`src/hw/rtl/ple_pkg.sv`:
```
// package for the positional list engine
// codes, field widths and state encoding; depends on nothing
`timescale 1ns / 1ps
`default_nettype none

package ple_pkg;

   // default number of list entries
   localparam int CAPACITY_DEF = 32;

   // field widths
   localparam int VAL_W = 32;
   localparam int CNT_W = 7;
   localparam int IDX_W = 6;
   localparam int FUNC_W = 2;
   localparam int MODE_W = 2;
   localparam int STAT_W = 2;

   // operation codes
   localparam logic [FUNC_W-1:0] FUNC_INSERT = 2'd0;
   localparam logic [FUNC_W-1:0] FUNC_DELETE = 2'd1;
   localparam logic [FUNC_W-1:0] FUNC_READ   = 2'd2;

   // placement codes
   localparam logic [MODE_W-1:0] MODE_BEGIN = 2'd0;
   localparam logic [MODE_W-1:0] MODE_END   = 2'd1;
   localparam logic [MODE_W-1:0] MODE_AT    = 2'd2;

   // status codes
   localparam logic [STAT_W-1:0] STATUS_OK      = 2'd0;
   localparam logic [STAT_W-1:0] STATUS_EMPTY   = 2'd1;
   localparam logic [STAT_W-1:0] STATUS_INVALID = 2'd2;
   localparam logic [STAT_W-1:0] STATUS_FULL    = 2'd3;

   // sequencer states, one-hot
   typedef enum logic [7:0] {
      S_IDLE      = 8'b0000_0001,
      S_INS_SHIFT = 8'b0000_0010,
      S_INS_DRAIN = 8'b0000_0100,
      S_INS_PUT   = 8'b0000_1000,
      S_DEL_SHIFT = 8'b0001_0000,
      S_DEL_DRAIN = 8'b0010_0000,
      S_READ      = 8'b0100_0000,
      S_RESP      = 8'b1000_0000
   } state_type;

endpackage

`default_nettype wire

```
`src/hw/rtl/positional_list_engine_top.sv`:
```
// positional list engine top level: list store, shift sequencer, result register
// depends on ple_pkg
`timescale 1ns / 1ps
`default_nettype none

// Bounded ordered list of signed 32-bit values kept in one synchronous memory
// of CAPACITY entries (entry 0 is the head). One request item is worked on at a
// time. An insert or delete at the tail, any request on an empty list, a
// single-entry delete and a rejected request go from idle straight to the status
// state. An insert before slot k (zero-based) moves count-k entries up, one
// read and one write of the memory port pair per cycle, then passes the drain
// and put states; a delete of slot k moves count-k-1 entries down, then passes
// the drain state. A read-out emits one element per cycle while the result side
// does not stall, each from the registered memory read. The next request is
// taken as soon as the sequencer is back in idle, while the last result may
// still sit in the output register. The memory needs no clearing pass after
// reset: only entries below the count are ever read.
module positional_list_engine_top #(
   parameter int CAPACITY = ple_pkg::CAPACITY_DEF
) (
   input  wire                              clock,
   input  wire                              reset,
   // request channel
   input  wire                              req_valid,
   output logic                             req_stall,
   input  wire  [ple_pkg::FUNC_W-1:0]       req_func,
   input  wire  [ple_pkg::MODE_W-1:0]       req_place_mode,
   input  wire  [ple_pkg::CNT_W-1:0]        req_position,
   input  wire  signed [ple_pkg::VAL_W-1:0] req_value,
   // result channel
   output logic                             rsp_valid,
   input  wire                              rsp_stall,
   output logic [ple_pkg::STAT_W-1:0]       rsp_status,
   output logic signed [ple_pkg::VAL_W-1:0] rsp_element,
   output logic [ple_pkg::IDX_W-1:0]        rsp_element_index,
   output logic [ple_pkg::CNT_W-1:0]        rsp_entry_total,
   output logic                             rsp_last
);

   localparam int AW = (CAPACITY > 1) ? $clog2(CAPACITY) : 1;
   localparam int CW = ple_pkg::CNT_W;
   localparam int VW = ple_pkg::VAL_W;

   // list memory and its read data register
   logic signed [VW-1:0] store_ff [CAPACITY];
   logic signed [VW-1:0] rdata_ff;

   logic          rd_en;
   logic [AW-1:0] rd_addr;
   logic          wr_en;
   logic [AW-1:0] wr_addr;
   logic signed [VW-1:0] wr_data;

   // sequencer state
   ple_pkg::state_type state_ff, state_in;
   logic [CW-1:0]        count_ff, count_in;
   logic [AW-1:0]        ptr_ff, ptr_in;
   logic [AW-1:0]        stop_ff, stop_in;
   logic signed [VW-1:0] value_ff, value_in;
   logic [ple_pkg::STAT_W-1:0] status_ff, status_in;
   logic                 wb_valid_ff, wb_valid_in;
   logic [AW-1:0]        wb_addr_ff, wb_addr_in;

   // result register
   logic                       rsp_valid_ff, rsp_valid_in;
   logic [ple_pkg::STAT_W-1:0] rsp_status_ff, rsp_status_in;
   logic signed [VW-1:0]       rsp_element_ff, rsp_element_in;
   logic [ple_pkg::IDX_W-1:0]  rsp_index_ff, rsp_index_in;
   logic [CW-1:0]              rsp_total_ff, rsp_total_in;
   logic                       rsp_last_ff, rsp_last_in;

   // decode of the current count and request position
   logic          out_free;
   logic          cnt_full, cnt_zero, cnt_one;
   logic          ins_pos_ok, del_pos_ok;
   logic [AW-1:0] pos_idx, last_idx, cnt_idx;
   logic [AW-1:0] tgt;
   logic          tgt_ok;

   assign out_free   = !rsp_valid_ff || !rsp_stall;
   assign cnt_full   = count_ff >= CW'(CAPACITY);
   assign cnt_zero   = count_ff == '0;
   assign cnt_one    = count_ff == CW'(1);
   assign ins_pos_ok = (req_position != '0) && (req_position <= count_ff + CW'(1));
   assign del_pos_ok = (req_position != '0) && (req_position <= count_ff);
   assign pos_idx    = AW'(req_position - CW'(1));
   assign last_idx   = AW'(count_ff - CW'(1));
   assign cnt_idx    = AW'(count_ff);

   // target slot of an insert or delete
   always_comb begin
      tgt    = '0;
      tgt_ok = 1'b1;
      case (req_place_mode)
         ple_pkg::MODE_BEGIN: tgt = '0;
         ple_pkg::MODE_END: begin
            tgt = (req_func == ple_pkg::FUNC_INSERT) ? cnt_idx : last_idx;
         end
         ple_pkg::MODE_AT: begin
            tgt    = pos_idx;
            tgt_ok = (req_func == ple_pkg::FUNC_INSERT) ? ins_pos_ok : del_pos_ok;
         end
         default: tgt_ok = 1'b0;
      endcase
   end

   // sequencer
   always_comb begin
      state_in       = state_ff;
      count_in       = count_ff;
      ptr_in         = ptr_ff;
      stop_in        = stop_ff;
      value_in       = value_ff;
      status_in      = status_ff;
      wb_valid_in    = 1'b0;
      wb_addr_in     = wb_addr_ff;
      rd_en          = 1'b0;
      rd_addr        = ptr_ff;
      wr_en          = 1'b0;
      wr_addr        = '0;
      wr_data        = '0;
      rsp_valid_in   = rsp_valid_ff && rsp_stall;
      rsp_status_in  = rsp_status_ff;
      rsp_element_in = rsp_element_ff;
      rsp_index_in   = rsp_index_ff;
      rsp_total_in   = rsp_total_ff;
      rsp_last_in    = rsp_last_ff;

      // write back the entry read in the previous shift cycle
      if (wb_valid_ff) begin
         wr_en   = 1'b1;
         wr_addr = wb_addr_ff;
         wr_data = rdata_ff;
      end

      case (state_ff)
         ple_pkg::S_IDLE: begin
            if (req_valid) begin
               case (req_func)
                  ple_pkg::FUNC_INSERT: begin
                     state_in = ple_pkg::S_RESP;
                     if (cnt_full) begin
                        status_in = ple_pkg::STATUS_FULL;
                     end else if (cnt_zero || (tgt_ok && tgt == cnt_idx)) begin
                        // append at the tail, nothing to move
                        status_in = ple_pkg::STATUS_OK;
                        wr_en     = 1'b1;
                        wr_addr   = cnt_idx;
                        wr_data   = req_value;
                        count_in  = count_ff + CW'(1);
                     end else if (!tgt_ok) begin
                        status_in = ple_pkg::STATUS_INVALID;
                     end else begin
                        status_in = ple_pkg::STATUS_OK;
                        ptr_in    = last_idx;
                        stop_in   = tgt;
                        value_in  = req_value;
                        state_in  = ple_pkg::S_INS_SHIFT;
                     end
                  end
                  ple_pkg::FUNC_DELETE: begin
                     state_in = ple_pkg::S_RESP;
                     if (cnt_zero) begin
                        status_in = ple_pkg::STATUS_EMPTY;
                     end else if (cnt_one || (tgt_ok && tgt == last_idx)) begin
                        // drop the tail entry
                        status_in = ple_pkg::STATUS_OK;
                        count_in  = count_ff - CW'(1);
                     end else if (!tgt_ok) begin
                        status_in = ple_pkg::STATUS_INVALID;
                     end else begin
                        status_in = ple_pkg::STATUS_OK;
                        ptr_in    = tgt + AW'(1);
                        stop_in   = last_idx;
                        state_in  = ple_pkg::S_DEL_SHIFT;
                     end
                  end
                  ple_pkg::FUNC_READ: begin
                     if (cnt_zero) begin
                        status_in = ple_pkg::STATUS_EMPTY;
                        state_in  = ple_pkg::S_RESP;
                     end else begin
                        rd_en    = 1'b1;
                        rd_addr  = '0;
                        ptr_in   = '0;
                        state_in = ple_pkg::S_READ;
                     end
                  end
                  default: state_in = ple_pkg::S_IDLE;
               endcase
            end
         end
         // move entries up, tail first, down to the target slot
         ple_pkg::S_INS_SHIFT: begin
            rd_en       = 1'b1;
            rd_addr     = ptr_ff;
            wb_valid_in = 1'b1;
            wb_addr_in  = ptr_ff + AW'(1);
            if (ptr_ff == stop_ff) begin
               state_in = ple_pkg::S_INS_DRAIN;
            end else begin
               ptr_in = ptr_ff - AW'(1);
            end
         end
         ple_pkg::S_INS_DRAIN: begin
            state_in = ple_pkg::S_INS_PUT;
         end
         ple_pkg::S_INS_PUT: begin
            wr_en    = 1'b1;
            wr_addr  = stop_ff;
            wr_data  = value_ff;
            count_in = count_ff + CW'(1);
            state_in = ple_pkg::S_RESP;
         end
         // move entries down, from just past the target to the tail
         ple_pkg::S_DEL_SHIFT: begin
            rd_en       = 1'b1;
            rd_addr     = ptr_ff;
            wb_valid_in = 1'b1;
            wb_addr_in  = ptr_ff - AW'(1);
            if (ptr_ff == stop_ff) begin
               state_in = ple_pkg::S_DEL_DRAIN;
            end else begin
               ptr_in = ptr_ff + AW'(1);
            end
         end
         ple_pkg::S_DEL_DRAIN: begin
            count_in = count_ff - CW'(1);
            state_in = ple_pkg::S_RESP;
         end
         // read-out: one element per free output slot, next read issued alongside
         ple_pkg::S_READ: begin
            if (out_free) begin
               rsp_valid_in   = 1'b1;
               rsp_status_in  = ple_pkg::STATUS_OK;
               rsp_element_in = rdata_ff;
               rsp_index_in   = ple_pkg::IDX_W'(ptr_ff);
               rsp_total_in   = count_ff;
               rsp_last_in    = ptr_ff == last_idx;
               if (ptr_ff == last_idx) begin
                  state_in = ple_pkg::S_IDLE;
               end else begin
                  ptr_in   = ptr_ff + AW'(1);
                  rd_en    = 1'b1;
                  rd_addr  = ptr_ff + AW'(1);
               end
            end
         end
         // single status item for insert, delete and empty read-out
         ple_pkg::S_RESP: begin
            if (out_free) begin
               rsp_valid_in   = 1'b1;
               rsp_status_in  = status_ff;
               rsp_element_in = '0;
               rsp_index_in   = '0;
               rsp_total_in   = count_ff;
               rsp_last_in    = 1'b1;
               state_in       = ple_pkg::S_IDLE;
            end
         end
         default: state_in = ple_pkg::S_IDLE;
      endcase
   end

   // list memory, one write and one registered read per cycle
   always_ff @(posedge clock) begin
      if (wr_en) begin
         store_ff[wr_addr] <= wr_data;
      end
      if (rd_en) begin
         rdata_ff <= store_ff[rd_addr];
      end
   end

   // control registers
   always_ff @(posedge clock) begin
      if (reset) begin
         state_ff     <= ple_pkg::S_IDLE;
         count_ff     <= '0;
         wb_valid_ff  <= 1'b0;
         rsp_valid_ff <= 1'b0;
      end else begin
         state_ff     <= state_in;
         count_ff     <= count_in;
         wb_valid_ff  <= wb_valid_in;
         rsp_valid_ff <= rsp_valid_in;
      end
   end

   // payload registers
   always_ff @(posedge clock) begin
      ptr_ff         <= ptr_in;
      stop_ff        <= stop_in;
      value_ff       <= value_in;
      status_ff      <= status_in;
      wb_addr_ff     <= wb_addr_in;
      rsp_status_ff  <= rsp_status_in;
      rsp_element_ff <= rsp_element_in;
      rsp_index_ff   <= rsp_index_in;
      rsp_total_ff   <= rsp_total_in;
      rsp_last_ff    <= rsp_last_in;
   end

   // ports
   assign req_stall         = state_ff != ple_pkg::S_IDLE;
   assign rsp_valid         = rsp_valid_ff;
   assign rsp_status        = rsp_status_ff;
   assign rsp_element       = rsp_element_ff;
   assign rsp_element_index = rsp_index_ff;
   assign rsp_entry_total   = rsp_total_ff;
   assign rsp_last          = rsp_last_ff;

`ifndef SYNTHESIS
   // the count never passes the capacity
   a_count_bound: assert property (@(posedge clock) disable iff (reset)
      count_ff <= CW'(CAPACITY))
      else $error("entry count above capacity");

   // shift write-backs stay inside the list or at the slot just past its tail
   a_wb_bound: assert property (@(posedge clock) disable iff (reset)
      wb_valid_ff |-> (CW'(wb_addr_ff) <= count_ff))
      else $error("shift write-back beyond the list");

   // read-out pointer stays below the count
   a_read_ptr: assert property (@(posedge clock) disable iff (reset)
      (state_ff == ple_pkg::S_READ) |-> (CW'(ptr_ff) < count_ff))
      else $error("read-out pointer beyond the list");

   // an item that is not the last one comes from a read-out and is not the final element
   a_not_last: assert property (@(posedge clock) disable iff (reset)
      (rsp_valid_ff && !rsp_last_ff) |->
         ((CW'(rsp_index_ff) + CW'(1)) < rsp_total_ff))
      else $error("non-final item with a final index");
`endif

endmodule

`default_nettype wire
```
`config.mk`:
```
export PLATFORM = sky130hd
export DESIGN_NAME = positional_list_engine_top
export DESIGN_NICKNAME = d
export VERILOG_FILES = /design/src/hw/rtl/ple_pkg.sv /design/src/hw/rtl/positional_list_engine_top.sv
export SDC_FILE = /design/constraint.sdc
export NUM_CORES = 2
export LEC_CHECK = 0
export BUFFER_PORTS_ARGS = -buffer_cell sky130_fd_sc_hd__buf_2
export CAP_MARGIN = 5
export CORE_ASPECT_RATIO = 0.6
export CORE_MARGIN = 2
export CORE_UTILIZATION = 60
export CTS_CLUSTER_SIZE = 40
export DETAILED_ROUTE_END_ITERATION = 12
export PLACE_DENSITY = 0.77
export SLEW_MARGIN = 10
export SYNTH_ARGS = -nofsm -noshare
export SYNTH_HDL_FRONTEND = slang
export SYNTH_SLANG_ARGS = --single-unit
```
`constraint.sdc`:
```
create_clock -name clock -period 13 [get_ports clock]
set_clock_uncertainty 0.05 [all_clocks]
set_input_delay 1.3 -clock clock [delete_from_list [all_inputs] [get_ports clock]]
set_output_delay 1.3 -clock clock [all_outputs]
set_load 0.005 [all_outputs]
```
## Word-level counts from Yosys, hierarchy flattened

Memories as Yosys holds them, arrays and structs flattened. A register that Yosys moved wholly into a read port is not among the register bits.
Cells that the tools add are included.

- Word-level logic and storage cells: 199
- Memories kept: 1
- RAM bits: 1,024
- Bits of input ports: 47
- Output and inout bits: 50
- Register bits after elaboration: 114

Memories:

| name | words | width | rd ports | clocked after Yosys merged registers in | wr ports | RTL line | source |
|---|---|---|---|---|---|---|---|
| store_ff | 32 | 32 | 1 | 1 | 1 | positional_list_engine_top.sv:45 | `logic signed [VW-1:0] store_ff [CAPACITY];` |

- Bitwise gates (word level): 2
- Order comparisons: 3
- Equal/unequal tests: 43
- Reductions and logical operators: 32
- Add/subtract/negate cells: 6
- Multiplexer cells: 98

Operator list:

| operator | count |
|---|---|
| 32-bit two-way mux | 7 |
| 32-bit case mux with 2 select lines | 2 |
| 5-bit two-way mux | 25 |
| 8-bit two-way mux | 13 |
| 8-bit case mux with 7 select lines | 1 |
| 5-bit case mux with 2 select lines | 5 |
| 7-bit two-way mux | 5 |
| 2-bit != test, second input constant | 15 |
| 3-bit != test, second input constant | 8 |
| 8-bit case mux with 3 select lines | 1 |
| 7-bit case mux with 3 select lines | 1 |
| 5-bit equality test | 4 |
| 5-bit case mux with 4 select lines | 1 |
| 1-bit two-way mux | 18 |
| 2-bit two-way mux | 8 |
| 5-bit case mux with 3 select lines | 1 |
| 7-bit less-or-equal comparator | 2 |
| 7-bit case mux with 2 select lines | 1 |
| 6-bit two-way mux | 2 |
| 6-bit case mux with 2 select lines | 1 |
| 6-bit AND reduction | 2 |
| 11-bit AND reduction | 1 |
| 5-bit by 1-bit adder with 5-bit output, second input constant | 2 |
| 5-bit by 1-bit subtractor with 5-bit output, second input constant | 2 |
| other kinds (37) | 56 |

## Logic depth before layout (Yosys ltp)

- Depth in word-level cells: 14
- Gate-level depth with buffers: 17
- Mapped depth without buffers: 13

## Least setup slack after synthesis

Ideal clock, no wire load.

- Path kind: input -> register
- From: input port req_place_mode[1] (netlist name)
- To: memory store_ff[11][0] (netlist name) (enable)
- Data required time: 12.448 ns
- Arrival time: 6.982 ns
- Path buffers: 3
- Slack: 5.466 ns
- Cell stages on the path: 14
- Library setup time: 0.502 ns
- Cell sequence: inv_1 ha_1 clkbuf_1 nor2b_1 a21o_1 a222oi_1 nand4_1 a2111o_1 a211oi_2 o2111ai_1 and3_1 buf_2 buf_2 nor4_1

- Word-level cells in the longest chain between the ends: 12
- Elaborated cells between the ends (all ways): 21
- Classes of those cells: eq/ne (3); mux (14); reduce/logical (4)

RTL lines:

| what | RTL line | source |
|---|---|---|
| start, declared | positional_list_engine_top.sv:27 | `input wire [ple_pkg::MODE_W-1:0] req_place_mode,` |
| 2-bit equality test (tied with other cells) | positional_list_engine_top.sv:94 | `case (req_place_mode)` |
| 5-bit case mux with 2 select lines / 2-bit OR reduction (equally long branches) | - |  |
| 5-bit equality test / 1-bit case mux with 2 select lines (equally long branches) | positional_list_engine_top.sv:144, positional_list_engine_top.sv:94 |  |
| 1-bit logical AND (*) | positional_list_engine_top.sv:144 | `end else if (cnt_zero \|\| (tgt_ok && tgt == cnt_idx)) begin` |
| 1-bit logical OR (*) | positional_list_engine_top.sv:144 |  |
| 1-bit two-way mux | positional_list_engine_top.sv:144 |  |
| 1-bit two-way mux | positional_list_engine_top.sv:142 | `if (cnt_full) begin` |
| 1-bit two-way mux | positional_list_engine_top.sv:139 | `case (req_func)` |
| 1-bit two-way mux | positional_list_engine_top.sv:138 | `if (req_valid) begin` |
| 1-bit case mux with 2 select lines | positional_list_engine_top.sv:136 | `case (state_ff)` |
| 1-bit two-way mux | positional_list_engine_top.sv:267 | `if (wr_en) begin` |
| 1-bit two-way mux (implied by the code) | positional_list_engine_top.sv:268 | `store_ff[wr_addr] <= wr_data;` |
| end, declared | positional_list_engine_top.sv:45 |  |

Mark *: on every way between the ends. The rest lies on a longest branch, timed or not.

## Final worst setup path

- From: register count_ff[1]
- To: register rdata_ff[3] (read register of store_ff) (data pin)

- Word-level cells in the longest chain between the ends: 5
- Elaborated cells between the ends (all ways): 15
- Classes of those cells: add/sub (1); eq/ne (1); mux (12); reduce/logical (1)

RTL lines:

| what | RTL line | source |
|---|---|---|
| start, declared | positional_list_engine_top.sv:56 | `logic [CW-1:0] count_ff, count_in;` |
| start signal, assigned | positional_list_engine_top.sv:284 | `count_ff <= count_in;` |
| 7-bit by 1-bit subtractor with 7-bit output / 7-bit logical NOT (equally long branches) | - |  |
| 5-bit equality test (tied with other cells) | positional_list_engine_top.sv:240 | `if (ptr_ff == last_idx) begin` |
| 1-bit two-way mux (tied with other cells) | positional_list_engine_top.sv:240 |  |
| 1-bit two-way mux (tied with other cells) | positional_list_engine_top.sv:233 | `if (out_free) begin` |
| 1-bit case mux with 3 select lines / 5-bit case mux with 2 select lines (equally long branches) | positional_list_engine_top.sv:136 |  |
| end, declared | positional_list_engine_top.sv:46 | `logic signed [VW-1:0] rdata_ff;` |

Several ways; a longest one is shown, not always the timed one.
A chain may end at the register's enable or synchronous reset.

==> results.py <==
metrics = {
    "setup_path": {
        "critPathMaxStageDelay_ns": 0.82,
        "crit_type": "reg -> reg",
        "path_cells": "inv_1 > ha_1 > nor3b_2 > a311oi_1 > o221ai_1 > o211ai_1 > mux2i_4 > buf_4 > buf_4 > mux2_2 > nor2_1 > o32a_1 > nand4_1",
        "endpoint_kind": "flop",
        "r2r_start": "count_ff[1]",
        "cp.required_ns": 13.27,
        "critPathSlowestCell": "buf_4",
        "crit_top_cell": "buf_4",
        "cp.arrival_ns": 6.64,
        "cp-start-kind": "flop",
        "r2r_end": "rdata_ff[3]",
        "rrSetupSlack_ns": 6.62,
        "critPathMaxFanout": 53,
        "r2r_cells": 13,
    },
    "logic_synthesis": {
        "synth_top_area_frac": 0.701,
        "synthTopCellsByArea": "edfxtp_1, mux2i_1, mux2_2",
        "syn_nets": 3112,
        "synth-async-reset-ratio": 0,
        "avgSynthCellArea_um2": 16.2,
        "yosys_warnings": 0,
        "synthCells": 3040,
        "ys_seq_area_frac": 0.707,
        "synth-seq-cells": 1169,
        "synth_area_um2": 49400,
        "yosysUniqueCellTypes": 87,
        "synth.largest_area_cell": "edfxtp_1",
        "dominantRegCellSynth": "edfxtp_1",
        "synth-edff-count": 1152,
    },
    "cells_and_area": {
        "post-route-cell-area_um2": 54700,
        "drive_gt1_frac": 0.168,
        "seq_area_um2": 34900,
        "area_growth_pct": 10.7,
        "final_nets": 3229,
        "fillCellCount": 5389,
        "multi_input_area_um2": 13800,
    },
    "cts": {
        "cts_setup_buffers": 0,
        "clock_latency_ns": 0.72,
        "postCtsHoldBufs": 0,
        "cts_root_buffer": "clkbuf_16",
        "clock_path_buffers": 3,
        "cts_buffers": 101,
        "cts.clk_slew.worst_paths_ns": 0.07,
        "cts_max_level": 3,
        "cts-resized-gates": 0,
        "cts_tree": "done",
        "cts.sinks": 1169,
    },
    "min_path": {
        "hold_start": "count_ff[6]",
        "min_to": "rsp_entry_total[6]",
        "holdPathStages": 0,
        "worstHoldPathType": "reg -> reg",
    },
    "flow_run": {
        "drv_cap": 0,
    },
    "global_route": {
        "grt_pass1_wl_um": 189000,
        "grt_pass1_vias": 27800,
        "grt_max_degree": 129,
        "antenna_found_initial": 5,
        "grt_overflow_total": 0,
        "track_usage": 0.308,
    },
    "die": {
        "num_rows": 81,
        "pin_count": 97,
        "start_util": 0.606,
        "die_h_um": 226,
        "dieArea_um2": 84700,
        "die-width_um": 374,
        "coreArea_um2": 81500,
    },
    "power": {
        "power.density_nw_per_um2": 157,
        "ir_drop_mv": 0.127,
        "combPwrFrac": 0.158,
        "p_sw_frac": 0.262,
        "seq_power_share": 0.501,
        "finalPower_mw": 8.60,
        "pwr-share-clk": 0.342,
        "p_leak_nw": 19.5,
        "internal-power_mw": 6.34,
        "switchingPower_mw": 2.26,
    },
    "sta": {
        "finalCritPeriodShare": 0.491,
        "drv_slew": 0,
        "max_slew.worst_pin.slew_ns": 1.23,
        "fin_hold_ws_ns": 0.480,
        "max_freq_mhz": 157,
        "hold_violations": 0,
        "period_minus_slack_ns": 6.38,
        "relSlewSlack": 0.180,
        "rsz0062_at_grt": "no",
        "fin_setup_tns_ns": 0,
        "setup_viol": 0,
    },
    "drt": {
        "wirelength_um": 130000,
        "vias_per_cell": 6.71,
        "drc": 0,
        "drt_iter0_drc": 4439,
        "vias": 29000,
        "wire_per_inst_um": 30.2,
        "ant_nets": 0,
        "dr.pass1.iters": 5,
    },
    "outcome": {
        "status": "complete, no violations",
    },
    "placement": {
        "placed_area_um2": 51500,
        "dp_hpwl_um": 76600,
        "place.gp.congestion": 0.903,
        "port-buffer-count": 95,
    },
}
[critical path: cells and delay by family (launching register included)]
family	cells	cell delay, ns
DFF	1	0.71
and+or+nand+nor	3	0.79
buffers and inverters	3	1.81
AOI/OAI and AO/OA	4	1.34
adders and majority gates	1	0.45
muxes	2	0.68
[placed cells by master, fill, tap and decap left out, types with 34 or more instances in the layout]
cell type and n:
a21oi_1 38, a2bb2oi_1 34, a32oi_1 65, and2_1 45
buf_2 95, buf_4 106, clkbuf_16 105, edfxtp_1 1152
mux2_2 132, mux2i_1 583, nand2_1 126, nand4_1 41
nor2_1 141
[layout make-up]
class	count	share of cell area
Antenna cell	1	0.0000458
Multi-Input combinational cell	1651	0.252
Clock buffer	130	0.0505
Tap cell	1079	0.0247
Inverter	31	0.00213
Clock inverter	55	0.00765
Sequential cell	1169	0.639
Timing Repair Buffer	203	0.0240
[metrics by stage]
stage               instances  utilization  setup slack [ns]
floorplan                3040            -              5.47
global placement         4133        0.632              6.90
detailed placement       4133        0.632              6.80
CTS                      4318        0.671              6.87
global route             4318        0.671              6.44
finish                   4319        0.671              6.62
[Yosys cell counts (all sizes together) (13+ instances only)]
library cell	number
buf	111
a31oi	13
a21oi	41
clkbuf	78
ha	25
nand4	41
a2bb2oi	34
and3	14
xnor2	26
nand3	21
nor3	19
mux2i	584
a21o	18
mux2	133
a211oi	14
a22o	13
inv	29
a32oi	65
nor2	141
edfxtp	1152
nand2	127
dfxtp	17
and2	49
o32a	31
a22oi	26
nor4	38
o21ai	51
[flip-flops by register name, indices dropped and copies added, names as in the netlist, 2 cells and up]
| register | cells |
|---|---|
| rsp_element | 32 |
| stop_ff | 5 |
| wb_addr_ff | 5 |
| value_ff | 32 |
| rsp_entry_total | 7 |
| state_ff | 8 |
| rsp_element_index | 5 |
| status_ff | 2 |
| store_ff | 1024 |
| rsp_status | 2 |
| ptr_ff | 5 |
| rdata_ff | 32 |
| count_ff | 7 |
[kinds of logic after synthesis]
logic type	count (synthesis)	synth area share
fa+ha+maj	25	0.00633
other cells	1	0.0000759
simple gates	486	0.0489
xor+xnor	37	0.00671
buf+inv	220	0.0212
mux	717	0.149
flops	1169	0.707
compound gates	385	0.0607
[power groups by stage]
| stage | Combinational (mW) | Sequential [mW] | Clock (mW) |
|---|---|---|---|
| after CTS | 1.33 | 4.30 | 2.96 |
| final | 1.36 | 4.30 | 2.94 |
| after detailed placement | 1.32 | 4.38 | 0 |
| after floorplan | 0.925 | 4.36 | 0 |
| after global routing | 1.43 | 4.30 | 3.11 |
| after global placement | 1.29 | 4.38 | 0 |
[worst max path at each step]
stage	from	endpoint	slack [ns]	cells after the start
5_1_grt	count_ff[1]	rdata_ff[3]	6.44	13
4_1_cts	count_ff[1]	rdata_ff[17]	6.87	13
3_5_place_dp	req_place_mode[0]	store_ff[20][12]	6.80	13
2_1_floorplan	req_place_mode[1]	store_ff[11][0]	5.47	14
3_3_place_gp	req_place_mode[0]	store_ff[20][12]	6.90	13
6_report	count_ff[1]	rdata_ff[3]	6.62	13
[routing by layer]
metal / track usage / vias to the layer above / wire [um]
li1: - / 12200 / -
met1: 0.473 / 14700 / 55000
met2: 0.431 / 1877 / 54700
met3: 0.0790 / 222 / 16700
met4: 0.0987 / 2 / 3890
met5: 0 / - / 12
Power figures use the tool's default switching activity.
